==> config.mk <==
export PLATFORM = sky130hd
export DESIGN_NAME = scancode_to_ascii_translator_unit
export DESIGN_NICKNAME = d
export VERILOG_FILES = /design/src/rtl/scta_pkg.sv /design/src/rtl/scta_translate.sv /design/src/rtl/scta_out.sv /design/src/rtl/scancode_to_ascii_translator_unit.sv
export SDC_FILE = /design/constraint.sdc
export NUM_CORES = 1
export LEC_CHECK = 0
export BUFFER_PORTS_ARGS = -buffer_cell sky130_fd_sc_hd__buf_2
export CAP_MARGIN = 20
export CORE_UTILIZATION = 40
export DETAILED_ROUTE_END_ITERATION = 8
export GPL_TIMING_DRIVEN = 0
export PLACE_DENSITY = 0.63
export SYNTH_ARGS = -nofsm -noshare
export SYNTH_HDL_FRONTEND = slang
export SYNTH_SLANG_ARGS = --single-unit
==> constraint.sdc <==
create_clock -name clk -period 3.6 [get_ports clk]
set_input_delay 0.72 -clock clk [delete_from_list [all_inputs] [get_ports clk]]
set_output_delay 0.72 -clock clk [all_outputs]
set_load 0.01 [all_outputs]
==> src/rtl/scta_pkg.sv <==
// ----------------------------------------------------------------------------
// scta_pkg: shared types and tables for the scan code translator
// Key codes, LED command byte, result record and the two set-1 keymaps.
// ----------------------------------------------------------------------------
package scta_pkg;

  localparam logic [7:0] LED_CMD    = 8'hed;
  localparam logic [7:0] LSHIFT_ON  = 8'h2a;
  localparam logic [7:0] RSHIFT_ON  = 8'h36;
  localparam logic [7:0] LSHIFT_OFF = 8'haa;
  localparam logic [7:0] RSHIFT_OFF = 8'hb6;
  localparam logic [7:0] CAPS_KEY   = 8'h3a;
  localparam logic [7:0] NUM_KEY    = 8'h45;
  localparam logic [7:0] SCROLL_KEY = 8'h46;
  localparam logic [7:0] CASE_DELTA = 8'h20;
  localparam logic [7:0] CHAR_A     = 8'h41;
  localparam logic [7:0] CHAR_Z     = 8'h5a;

  localparam logic KIND_CHAR = 1'b0;
  localparam logic KIND_LED  = 1'b1;

  // Translation of one scan code: at most a character or an LED command.
  typedef struct packed {
    logic       char_ok;
    logic [7:0] ch;
    logic       led_ok;
    logic [2:0] leds;
  } res_t;

  localparam logic [7:0] PLAIN_MAP [128] = '{
    8'h00, 8'h00, 8'h31, 8'h32, 8'h33, 8'h34, 8'h35, 8'h36,
    8'h37, 8'h38, 8'h39, 8'h30, 8'h2d, 8'h5e, 8'h08, 8'h00,
    8'h51, 8'h57, 8'h45, 8'h52, 8'h54, 8'h59, 8'h55, 8'h49,
    8'h4f, 8'h50, 8'h40, 8'h5b, 8'h0a, 8'h00, 8'h41, 8'h53,
    8'h44, 8'h46, 8'h47, 8'h48, 8'h4a, 8'h4b, 8'h4c, 8'h3b,
    8'h3a, 8'h00, 8'h00, 8'h5d, 8'h5a, 8'h58, 8'h43, 8'h56,
    8'h42, 8'h4e, 8'h4d, 8'h2c, 8'h2e, 8'h2f, 8'h00, 8'h2a,
    8'h00, 8'h20, 8'h00, 8'h00, 8'h00, 8'h00, 8'h00, 8'h00,
    8'h00, 8'h00, 8'h00, 8'h00, 8'h00, 8'h00, 8'h00, 8'h37,
    8'h38, 8'h39, 8'h2d, 8'h34, 8'h35, 8'h36, 8'h2b, 8'h31,
    8'h32, 8'h33, 8'h30, 8'h2e, 8'h00, 8'h00, 8'h00, 8'h00,
    8'h00, 8'h00, 8'h00, 8'h00, 8'h00, 8'h00, 8'h00, 8'h00,
    8'h00, 8'h00, 8'h00, 8'h00, 8'h00, 8'h00, 8'h00, 8'h00,
    8'h00, 8'h00, 8'h00, 8'h00, 8'h00, 8'h00, 8'h00, 8'h00,
    8'h00, 8'h00, 8'h00, 8'h5c, 8'h00, 8'h00, 8'h00, 8'h00,
    8'h00, 8'h00, 8'h00, 8'h00, 8'h00, 8'h5c, 8'h00, 8'h00
  };

  localparam logic [7:0] SHIFT_MAP [128] = '{
    8'h00, 8'h00, 8'h21, 8'h22, 8'h23, 8'h24, 8'h25, 8'h26,
    8'h27, 8'h28, 8'h29, 8'h7e, 8'h3d, 8'h7e, 8'h08, 8'h00,
    8'h51, 8'h57, 8'h45, 8'h52, 8'h54, 8'h59, 8'h55, 8'h49,
    8'h4f, 8'h50, 8'h60, 8'h7b, 8'h0a, 8'h00, 8'h41, 8'h53,
    8'h44, 8'h46, 8'h47, 8'h48, 8'h4a, 8'h4b, 8'h4c, 8'h2b,
    8'h2a, 8'h00, 8'h00, 8'h7d, 8'h5a, 8'h58, 8'h43, 8'h56,
    8'h42, 8'h4e, 8'h4d, 8'h3c, 8'h3e, 8'h3f, 8'h00, 8'h2a,
    8'h00, 8'h20, 8'h00, 8'h00, 8'h00, 8'h00, 8'h00, 8'h00,
    8'h00, 8'h00, 8'h00, 8'h00, 8'h00, 8'h00, 8'h00, 8'h37,
    8'h38, 8'h39, 8'h2d, 8'h34, 8'h35, 8'h36, 8'h2b, 8'h31,
    8'h32, 8'h33, 8'h30, 8'h2e, 8'h00, 8'h00, 8'h00, 8'h00,
    8'h00, 8'h00, 8'h00, 8'h00, 8'h00, 8'h00, 8'h00, 8'h00,
    8'h00, 8'h00, 8'h00, 8'h00, 8'h00, 8'h00, 8'h00, 8'h00,
    8'h00, 8'h00, 8'h00, 8'h00, 8'h00, 8'h00, 8'h00, 8'h00,
    8'h00, 8'h00, 8'h00, 8'h5f, 8'h00, 8'h00, 8'h00, 8'h00,
    8'h00, 8'h00, 8'h00, 8'h00, 8'h00, 8'h7c, 8'h00, 8'h00
  };

endpackage

==> src/rtl/scta_translate.sv <==
// ----------------------------------------------------------------------------
// scta_translate: keymap lookup and keyboard state
// Holds shift and lock LED state; translates the staged scan code.
// ----------------------------------------------------------------------------
module scta_translate (
  input  logic               clk,
  input  logic               rst,
  input  logic [7:0]         code,
  input  logic               take,
  input  logic               cfg_we,
  input  logic [2:0]         cfg_leds,
  output scta_pkg::res_t     res
);

  logic [1:0] shift_held;
  logic [2:0] lock_leds;
  logic [1:0] shift_held_next;
  logic [2:0] toggle;
  logic [7:0] raw_ch;
  logic       shifted;

  assign shifted = (shift_held != 2'b00);

  always_comb begin
    raw_ch = 8'h00;
    if (!code[7]) begin
      raw_ch = shifted ? scta_pkg::SHIFT_MAP[code[6:0]] : scta_pkg::PLAIN_MAP[code[6:0]];
    end
  end

  always_comb begin
    toggle = 3'b000;
    unique case (code)
      scta_pkg::CAPS_KEY:   toggle = 3'b100;
      scta_pkg::NUM_KEY:    toggle = 3'b010;
      scta_pkg::SCROLL_KEY: toggle = 3'b001;
      default:              toggle = 3'b000;
    endcase
  end

  always_comb begin
    res.ch = raw_ch;
    // Fold letters to lower case when caps lock and shift agree
    if (raw_ch >= scta_pkg::CHAR_A && raw_ch <= scta_pkg::CHAR_Z &&
        lock_leds[2] == shifted) begin
      res.ch = raw_ch + scta_pkg::CASE_DELTA;
    end
    res.char_ok = (raw_ch != 8'h00);
    res.led_ok  = (toggle != 3'b000);
    res.leds    = lock_leds ^ toggle;
  end

  always_comb begin
    shift_held_next = shift_held;
    unique case (code)
      scta_pkg::LSHIFT_ON:  shift_held_next = shift_held | 2'b01;
      scta_pkg::RSHIFT_ON:  shift_held_next = shift_held | 2'b10;
      scta_pkg::LSHIFT_OFF: shift_held_next = shift_held & 2'b10;
      scta_pkg::RSHIFT_OFF: shift_held_next = shift_held & 2'b01;
      default:              shift_held_next = shift_held;
    endcase
  end

  always_ff @(posedge clk) begin
    if (rst) begin
      shift_held <= 2'b00;
      lock_leds  <= 3'b000;
    end else if (cfg_we) begin
      lock_leds <= cfg_leds;
    end else if (take) begin
      shift_held <= shift_held_next;
      lock_leds  <= res.leds;
    end
  end

endmodule

==> src/rtl/scta_out.sv <==
// ----------------------------------------------------------------------------
// scta_out: result register with a pending slot for the LED byte
// Takes a translation, shows the first byte, holds the second until free.
// ----------------------------------------------------------------------------
module scta_out (
  input  logic               clk,
  input  logic               rst,
  input  logic               item_valid,
  input  scta_pkg::res_t     res,
  output logic               take,
  output logic               m_tvalid,
  input  logic               m_tready,
  output logic [7:0]         m_tdata,
  output logic               m_tuser,
  output logic               m_tlast
);

  logic       out_free;
  logic       p_valid;
  logic [2:0] p_leds;

  assign out_free = !m_tvalid || m_tready;
  assign take     = item_valid && out_free && !p_valid;

  always_ff @(posedge clk) begin
    if (rst) begin
      m_tvalid <= 1'b0;
      p_valid  <= 1'b0;
    end else if (out_free) begin
      if (p_valid) begin
        m_tvalid <= 1'b1;
        p_valid  <= 1'b0;
      end else if (take) begin
        m_tvalid <= res.char_ok || res.led_ok;
        p_valid  <= res.led_ok;
      end else begin
        m_tvalid <= 1'b0;
      end
    end
  end

  always_ff @(posedge clk) begin
    if (out_free) begin
      if (p_valid) begin
        m_tdata <= {5'b00000, p_leds};
        m_tuser <= scta_pkg::KIND_LED;
        m_tlast <= 1'b1;
      end else if (take) begin
        if (res.led_ok) begin
          m_tdata <= scta_pkg::LED_CMD;
          m_tuser <= scta_pkg::KIND_LED;
          m_tlast <= 1'b0;
        end else begin
          m_tdata <= res.ch;
          m_tuser <= scta_pkg::KIND_CHAR;
          m_tlast <= 1'b1;
        end
        p_leds <= res.leds;
      end
    end
  end

  a_pend_behind_cmd : assert property (@(posedge clk) disable iff (rst)
    p_valid |-> (m_tvalid && !m_tlast && m_tuser == scta_pkg::KIND_LED))
    else $error("pending LED byte without command byte in front");

  a_lock_two_bytes : assert property (@(posedge clk) disable iff (rst)
    (take && res.led_ok) |=> (p_valid && m_tvalid))
    else $error("lock key did not queue both LED bytes");

  a_no_take_pending : assert property (@(posedge clk) disable iff (rst)
    p_valid |-> !take)
    else $error("item taken while LED byte pending");

endmodule

==> src/rtl/scancode_to_ascii_translator_unit.sv <==
// ----------------------------------------------------------------------------
// scancode_to_ascii_translator_unit: set-1 scan code to ASCII translator
// Keymap translation with shift, caps lock folding and lock LED commands.
// ----------------------------------------------------------------------------
// Usage:
//   Slave stream (s_*) carries one raw scan code byte per transfer.
//   Master stream (m_*) carries results: m_tdata is the character, the
//   LED command byte or the LED bits, m_tuser is the kind (0 character, 1 LED),
//   m_tlast marks the final result of one scan code.
//   cfg_* writes the lock LED bits (bit2 caps, bit1 num, bit0 scroll); the
//   write lands in the LED state at once. Write only while idle.
// Timing:
//   A scan code is registered in the input register on transfer, translated
//   from there combinationally, and its first result is registered in the
//   output register when the output side takes it, then shows on m_*.
//   Codes with one result or none sustain one transfer per cycle while m_tready
//   stays high. A lock key makes two results (0xED, then LED bits); while the
//   LED bits wait in the pending slot of the single output register, no code is
//   taken, so the next one waits in the input register and s_tready drops.
// Reset:
//   rst clears shift state, LED bits and both streams' valid flags.
// Stall:
//   When m_tready is low the result holds; one more code waits in the input
//   register, then s_tready drops until the result moves.
// ----------------------------------------------------------------------------
module scancode_to_ascii_translator_unit (
  input  logic       clk,
  input  logic       rst,
  input  logic       s_tvalid,
  output logic       s_tready,
  input  logic [7:0] s_tdata,   // [7:0] scan_code
  output logic       m_tvalid,
  input  logic       m_tready,
  output logic [7:0] m_tdata,   // [7:0] value
  output logic       m_tuser,   // [0] kind
  output logic       m_tlast,
  input  logic       cfg_valid,
  output logic       cfg_ready,
  input  logic [2:0] cfg_data
);

  logic           in_valid;
  logic [7:0]     in_code;
  logic           take;
  scta_pkg::res_t res;

  // Configuration is always taken and lands at once; write it only while idle.
  assign cfg_ready = 1'b1;

  // Accept a new code when the input register is empty or drains this cycle.
  assign s_tready = !in_valid || take;

  always_ff @(posedge clk) begin
    if (rst) begin
      in_valid <= 1'b0;
    end else if (s_tvalid && s_tready) begin
      in_valid <= 1'b1;
    end else if (take) begin
      in_valid <= 1'b0;
    end
  end

  // Hold the payload until the translator takes it.
  always_ff @(posedge clk) begin
    if (s_tvalid && s_tready) begin
      in_code <= s_tdata;
    end
  end

  scta_translate u_translate (
    .clk      (clk),
    .rst      (rst),
    .code     (in_code),
    .take     (take),
    .cfg_we   (cfg_valid),
    .cfg_leds (cfg_data),
    .res      (res)
  );

  scta_out u_out (
    .clk        (clk),
    .rst        (rst),
    .item_valid (in_valid),
    .res        (res),
    .take       (take),
    .m_tvalid   (m_tvalid),
    .m_tready   (m_tready),
    .m_tdata    (m_tdata),
    .m_tuser    (m_tuser),
    .m_tlast    (m_tlast)
  );

endmodule
==> results.md, run 1 <==
- The run finished with clean final reports.
- The number of detailed-routing iterations run before antenna repair is 5.
- The signal on the critical path passes through clkbuf_4 -> clkinvlp_4 -> ha_4 -> nor2_1 -> o211a_1 -> a2111oi_2 -> a211oi_2 -> or4b_1 -> nor3_4 -> nor4_2 -> nor3_1 -> a211oi_1.
- The worst path in the final design needs a cycle of 3490 ps, including I/O delays and setup.
- Data arrives at the worst endpoint at between 3000 and 4000 ps.
- The largest single stage delay on the critical path is 610 ps.
- The analysis attributes to cell leakage a power of roughly 1.1 nW.
- The x dimension of the die is 81.4 um.
- The total die area is 6630 um^2.
- The I/O pin total is 29.
- The number of antenna violations at the first check in global routing is 0.
- The final routed wirelength across all metal layers is 7350 um.
- In this run the remaining antenna-violating nets after routing total 0.
- For this run, asynchronously set or reset flops after synthesis account for 0.
- The deepest clock path buffer count is 2.
- The root buffer cell is sky130_fd_sc_hd__clkbuf_8.
- For this run, the total global-route usage over all layers was measured as 0.240.
- The flop and latch count out of synthesis is 29.
- The clock tree synthesis step divided the H-tree into 2 levels.
- The first global-routing pass estimated 11900 um of wire.
- The share of final-layout standard cells stronger than drive strength 1 is 0.204.
- The initial standard-cell utilization of the core is 0.421.
- The worst-margin pin slew is roughly 760 ps.
- The later pin in the worst-skew pair is clocked with a latency of 280 ps.
- The worst-case IR drop observed on VDD is 0.283 mV.
- Setup violations remaining at the end of the flow were counted as 0.
- Across the run, the number of max-cap violations was 0.
- Static timing analysis puts the maximum clock frequency at roughly 290 MHz.
- The number of sinks on the clock net is 29.
- The HPWL after detailed placement is 5320 um.
- The CTS tree is built.
- Across all hold checks on the routed design, the worst slack comes to 550 ps.
- The critical path startpoint category is a flop.
- The commonest cells after synthesis are sky130_fd_sc_hd__nor2_1, sky130_fd_sc_hd__a21oi_1, sky130_fd_sc_hd__edfxtp_1.
- Of the post-synthesis cell area, the dominant cell type holds 0.250.
- Headroom to the max-slew limit came out at 0.494.
- The number of distinct library cells after synthesis is 72.
- The number of global-route vias before repair came to 2291.
- The detailed router finished its first iteration with 220 violations.
- In the post-route analysis, the smallest setup slack over all paths is 107 ps.
- Once layout is complete, the utilization of the core stands at 0.487.
- The count of synthesis-stage warnings from yosys is 0.
- After synthesis, the cell types taking the most area are sky130_fd_sc_hd__edfxtp_1, sky130_fd_sc_hd__ha_1, sky130_fd_sc_hd__dfxtp_1, sky130_fd_sc_hd__a21oi_1, sky130_fd_sc_hd__nor2_1.
- The post-route DRC violation count is 0.
- The number of buffers created by CTS is 5.
- The die span in y is 81.4 um.
- The number of slew-limit violations in the final report is 0.
- Summed over all instances, the cell type with the most area after synthesis is sky130_fd_sc_hd__edfxtp_1.
- The largest fanout of any net on the critical path is 8.
- In the synthesized netlist the dominant register cell turns out to be sky130_fd_sc_hd__edfxtp_1.
- The overall power after layout is between 0.9 and 1 mW.
- In the final design database the tool counted 362 nets.
- The cell count after synthesis is 296.
- The clock arrives with 5.66 ps of skew.
- In this run, synthesis inferred 21 flip-flops with an integrated enable.
- The sequential fraction of the synthesis area is 0.313.
- The average instance in the mapped netlist occupies roughly 8.5 um^2.
- The buffering stage count on the worst path with inverters included is 2.
- The start-to-end type of the worst setup path is flop to flop.
- Grouping stages by cell kind, the critical path spends the most delay in simple AND/OR/NAND/NOR gates.
- The power density over the cells is between 300 and 400 nW/um^2.
- The pin count of the biggest net entering global routing is 12.
- The area of combinational cells with multiple inputs is 1590 um^2.
- The count of buffers inserted at the top-level ports is 26.
- On the critical path, the stage with the largest delay is an instance of sky130_fd_sc_hd__or4b_1.
- Counting every net in the synthesized netlist gives 325.
- The number of hold violations in the final report was 0.
- At the end of routability-driven placement, the weighted congestion stood at 1.00.
- After detailed routing, the average wire length per cell comes to 18.0 um.
- The min-delay analysis places its worst path in the category flop to flop.
- Relative to the synthesized area, the layout overhead comes to 15.7%.
- STA classifies the critical path endpoint as a flop.
- Dividing the final minimum period by the clock period gives 0.970.
- The synthesized cell area is 2520 um^2.
- The total congestion overflow after global routing is 0.
- The number of buffers inserted for hold repair after clock tree synthesis is 0.
- Fill cells in the final layout number about 580.
- Clock-pin slew was measured on the worst setup and hold paths at roughly 60 ps.
- The sequential cells in the finished layout cover a total of roughly 790 um^2.
- Timing analysis after detailed placement gives a worst setup slack of -412 ps.
- The final-layout setup total negative slack is 0 ps.
- Dividing the detail-routed via count by the number of cells gives slightly above 6.
- The most frequently used cell type in the post-synthesis netlist is sky130_fd_sc_hd__nor2_1.
- The total inserted antenna cells is 0.
- The row count is 28.
- The core region area is 5990 um^2.
- Summing over every cut layer, the via total after detailed routing is approximately 2500.
- The required time at the worst-slack endpoint is about 3600 ps.
path summary, 6_finish.rpt:
| path | startpoint | endpoint | slack, ps | cells past startpoint |
|---|---|---|---|---|
| worst max-delay path | in_code[1] | u_out.m_tdata[5] | 110 | 12 |
| worst min-delay path | u_out.p_leds[1] | u_out.m_tdata[1] | 550 | 2 |
| worst max register to register | in_code[1] | u_out.m_tdata[5] | 110 | 12 |
| worst min register to register | u_out.p_leds[1] | u_out.m_tdata[1] | 550 | 2 |
area by class of cell:
class	instances	share of cell area
multi-input cells	232	0.545
repair buffers	30	0.0549
inverters	13	0.0180
clock inverters	1	0.0103
plain buffers	22	0.0394
flip-flops and latches	29	0.271
well taps	75	0.0321
clock buffers	7	0.0296
state kept, by name, indices dropped and copies added, names as in the netlist:
| signal | count |
|---|---|
| u_out.m_tuser | 1 |
| u_translate.lock_leds | 3 |
| u_translate.shift_held | 2 |
| u_out.p_valid | 1 |
| u_out.m_tvalid | 1 |
| in_valid | 1 |
| u_out.p_leds | 3 |
| u_out.m_tlast | 1 |
| in_code | 8 |
| u_out.m_tdata | 8 |
repair_timing:
item | in CTS | in global routing
gates cloned | 0 | 0
setup buffers | 1 | 3
gates resized for setup | 3 | 4
endpoints found under the setup margin | 4 | 2
pin swaps | 0 | 0
kinds of logic (layout without fill, tap and decap cells):
family | Yosys count | count (layout) | share of synthesized area
compound gates | 108 | 108 | 0.297
simple gates | 98 | 98 | 0.209
buf+inv | 35 | 73 | 0.0635
flops | 29 | 29 | 0.313
fa+ha+maj | 13 | 13 | 0.0645
mux | 7 | 7 | 0.0337
xor+xnor | 5 | 5 | 0.0174
other cells | 1 | 1 | 0.00149
layout by cell type (no fill, tap or decap), types with 3 or more instances in the layout:
master,n
sky130_fd_sc_hd__a21oi_1,25
sky130_fd_sc_hd__a211oi_1,3
sky130_fd_sc_hd__ha_1,12
sky130_fd_sc_hd__nor2b_1,10
sky130_fd_sc_hd__o22ai_1,4
sky130_fd_sc_hd__nor3_1,5
sky130_fd_sc_hd__a31oi_1,4
sky130_fd_sc_hd__clkbuf_1,6
sky130_fd_sc_hd__clkbuf_8,6
sky130_fd_sc_hd__xnor2_1,4
sky130_fd_sc_hd__buf_1,3
sky130_fd_sc_hd__dfxtp_1,8
sky130_fd_sc_hd__inv_1,11
sky130_fd_sc_hd__o21ai_0,19
sky130_fd_sc_hd__o21ai_1,5
sky130_fd_sc_hd__nand2b_1,8
sky130_fd_sc_hd__nand2_1,19
sky130_fd_sc_hd__nand4_1,3
sky130_fd_sc_hd__or3_1,4
sky130_fd_sc_hd__a22oi_1,3
sky130_fd_sc_hd__o211a_1,3
sky130_fd_sc_hd__mux2i_1,4
sky130_fd_sc_hd__nand3_1,4
sky130_fd_sc_hd__edfxtp_1,21
sky130_fd_sc_hd__buf_2,34
sky130_fd_sc_hd__o221ai_1,4
sky130_fd_sc_hd__o211ai_1,6
sky130_fd_sc_hd__buf_4,9
sky130_fd_sc_hd__nor2_1,27
worst register-to-register path, cell delays in order, from the launching register on:
cell and delay [ps]:
sky130_fd_sc_hd__edfxtp_1 390, sky130_fd_sc_hd__clkbuf_4 240, sky130_fd_sc_hd__clkinvlp_4 170, sky130_fd_sc_hd__ha_4 350, sky130_fd_sc_hd__nor2_1 130, sky130_fd_sc_hd__o211a_1 270
sky130_fd_sc_hd__a2111oi_2 400, sky130_fd_sc_hd__a211oi_2 140, sky130_fd_sc_hd__or4b_1 610, sky130_fd_sc_hd__nor3_4 210, sky130_fd_sc_hd__nor4_2 100, sky130_fd_sc_hd__nor3_1 140
sky130_fd_sc_hd__a211oi_1 80
routing by layer:
layer	GRT usage	routed length (um)	up-vias
li1	-	-	1184
met1	0.334	3250	1131
met2	0.347	3240	131
met3	0.0444	556	27
met4	0.136	307	0
met5	0	0	-
power by group:
part	internal, mW	switching (mW)
registers	0.378	0.00983
clock network	0.225	0.120
logic	0.0907	0.143
through the flow:
| stage | area (um^2) | std cells |
|---|---|---|
| 2_1_floorplan | 2520 | 296 |
| 3_3_place_gp | 2750 | 397 |
| 3_5_place_dp | 2750 | 397 |
| 4_1_cts | 2880 | 406 |
| 5_1_grt | 2920 | 409 |
| 6_report | 2920 | 409 |
No activity file was read; power rests on OpenSTA's default activity.
==> run 2: changes to the inputs <==
CORE_MARGIN = 2   (was default)
HOLD_SLACK_MARGIN = 0.15   (was default)
==> results.md, run 2 (synthesis gave the netlist of run 1 again) <==
- The number of slew-limit violations in the final report is 0.
- The HPWL after detailed placement is 5380 um.
- The pin count of the biggest net entering global routing is 14.
- The worst setup path is launched from a flop.
- The worst setup path is captured at a flop.
- The analysis attributes to cell leakage a power of 1.14 nW.
- Setup repair after global routing left no endpoint under its margin.
- The clock edge transition at the registers on the reported setup and hold paths is 70 ps.
- The number of H-tree levels is 2.
- The remaining number of nets flagged by the antenna check after routing is 0.
- The tool flagged a number of max-cap violations equal to 0.
- The first global-routing pass estimated 12000 um of wire.
- The flow ran to the end, and the final reports show no timing, DRC or antenna violations.
- The floorplan step defined a die boundary enclosing 6960 um^2.
- The critical path arrival is 3490 ps.
- In the final layout, the registers with the most flip-flops are in_code (8), u_out.m_tdata (8).
- The first routing iteration left 292 violations.
- The required time at the worst-slack endpoint is 3610 ps.
- The largest vdd supply drop is roughly 0.25 mV.
- The minimum clock period after layout is about 3500 ps.
- Setup violations remaining at the end of the flow were counted as 0.
- The number of antenna violations at the first check in global routing is 0.
- The row count is 28.
- The total placed instance area is 2750 um^2.
- After detailed routing, the number of remaining DRC violations is 0.
- Timing would allow up to between 200 and 300 MHz.
- The I/O pin total is 29.
- Of the available clock period, the critical path in the final layout requires 0.967.
- The final layout contains routed wiring with a total length of around 7300 um.
- In the final design database the tool counted 359 nets.
- The number of sinks on the clock net is 29.
- The die is 83.4 um tall.
- For this run, the total global-route usage over all layers was measured as 0.214.
- Counting along the longest clock path gives a buffer depth of 2.
- The start-to-end type of the worst setup path is flop to flop.
- The worst-margin pin slew is around 800 ps.
- The power spent charging and discharging nets is ~0.27 mW.
- For this run the aggregate overflow at the end of global routing stands at 0.
- In this run the tool buffered the top-level ports with 26 buffer cells.
- The number of buffers created by CTS is 5.
- The library cells used most frequently in the layout, excluding fill and tap cells, are sky130_fd_sc_hd__buf_2, sky130_fd_sc_hd__nor2_1, sky130_fd_sc_hd__a21oi_1.
- The power density over the cells is about 330 nW/um^2.
- For this block, the via count after detailed routing is between 2000 and 3000.
- The share of final-layout standard cells stronger than drive strength 1 is 0.193.
- In the routed layout, each cell is associated on average with a via count of a little over 6.
- Leaving out fill and tap cells, the most frequent cell in the layout is sky130_fd_sc_hd__buf_2.
- The number of hold violations in the final report is 0.
- The number of standard cells in the layout, taps in and fillers out is 406.
- Measured along the x axis, the die boundary spans roughly 83 um.
- The clock network power share is 0.361.
- The class of the tightest hold or removal check is flop to flop.
- The number of global-route vias before repair was roughly 2400.
- On the final layout, the worst clock skew is just over 7 ps.
- The number of buffers inserted for hold repair after clock tree synthesis is 0.
- Of the total power, registers draw 0.404.
- Counting tap cells, the placed design contains a total of about 400 instances.
- Routability-driven placement finished with a final weighted congestion of 0.988.
- After routing the design area is 2880 um^2.
- In this run the worst path has a maximum fanout of 8.
- Cell internal power was estimated by the tool at a little under 0.7 mW.
- The net switching share of the total power is 0.282.
- The number of antenna diodes in the final layout is 0.
- For this configuration, the core starts out at a cell density of 0.421.
- The tightest hold path in the finished design has a slack of 547 ps.
- The worst pin sits at a relative slew slack of 0.468.
- Relative to the synthesized area, the layout overhead comes to 14.0%.
- The total area inside the core boundary comes to about 6000 um^2.
- CTS placed an instance of sky130_fd_sc_hd__clkbuf_8 at the clock tree root.
- The per-cell routed wire length is 18.0 um.
- Of the total power, combinational logic draws 0.235.
- The CTS tree is built.
- The later-pin clock latency in the skew report is between 200 and 300 ps.
- The number of detailed-routing iterations run before antenna repair is 5.
[run 2: per-layer routing]
| metal | track usage | part of all wire | vias to the layer above |
|---|---|---|---|
| li1 | - | - | 1177 |
| met1 | 0.300 | 0.44 | 1172 |
| met2 | 0.328 | 0.44 | 154 |
| met3 | 0.0368 | 0.086 | 28 |
| met4 | 0.0836 | 0.039 | 0 |
| met5 | 0 | 0 | - |
[run 2: critical path: stages (launching register included)]
cell and delay, ps:
sky130_fd_sc_hd__edfxtp_1 440, sky130_fd_sc_hd__inv_1 270, sky130_fd_sc_hd__ha_1 400, sky130_fd_sc_hd__or3_1 380, sky130_fd_sc_hd__a311oi_1 300, sky130_fd_sc_hd__a2111o_1 190
sky130_fd_sc_hd__a221oi_1 140, sky130_fd_sc_hd__or4b_1 550, sky130_fd_sc_hd__nor3_2 220, sky130_fd_sc_hd__nor4_2 100, sky130_fd_sc_hd__nor3_1 150, sky130_fd_sc_hd__a211oi_1 70
[run 2: worst paths after layout]
path	from	to	slack [ps]	cells past startpoint
worst min-delay path	u_out.p_leds[1]	u_out.m_tdata[1]	550	2
worst max register to register	in_code[1]	u_out.m_tdata[5]	120	11
worst max-delay path	in_code[1]	u_out.m_tdata[5]	120	11
worst min register to register	u_out.p_leds[1]	u_out.m_tdata[1]	550	2
[run 2: layout make-up]
type	instances	area [um^2]
fillers	601	3110
multi-input cells	232	1570
flip-flops and latches	29	791
repair buffers	28	145
plain buffers	21	108
well taps	75	93.8
clock buffers	7	86.3
inverters	13	48.8
clock inverters	1	30.0
[run 2: through the flow]
stage	util	setup TNS, ps	setup WS (ps)	power [mW]
after floorplan	-	0	282	0.549
after global placement	0.458	-954	-330	0.611
after detailed placement	0.458	-792	-285	0.611
after CTS	0.480	0	196	0.959
after global routing	0.480	0	6.65	1.01
final	0.480	0	119	0.959
[run 2: power by group through the flow]
stage	logic, mW	registers [mW]	clock network [mW]
final	0.225	0.387	0.347
after global routing	0.247	0.389	0.372
after CTS	0.220	0.387	0.352
after detailed placement	0.215	0.397	0
after global placement	0.215	0.396	0
after floorplan	0.152	0.397	0
[run 2: what timing repair did]
item	4_1_cts	5_1_grt
buffers inserted	2	0
gates cloned	0	0
setup endpoints to repair	4	1
resized for setup	0	1
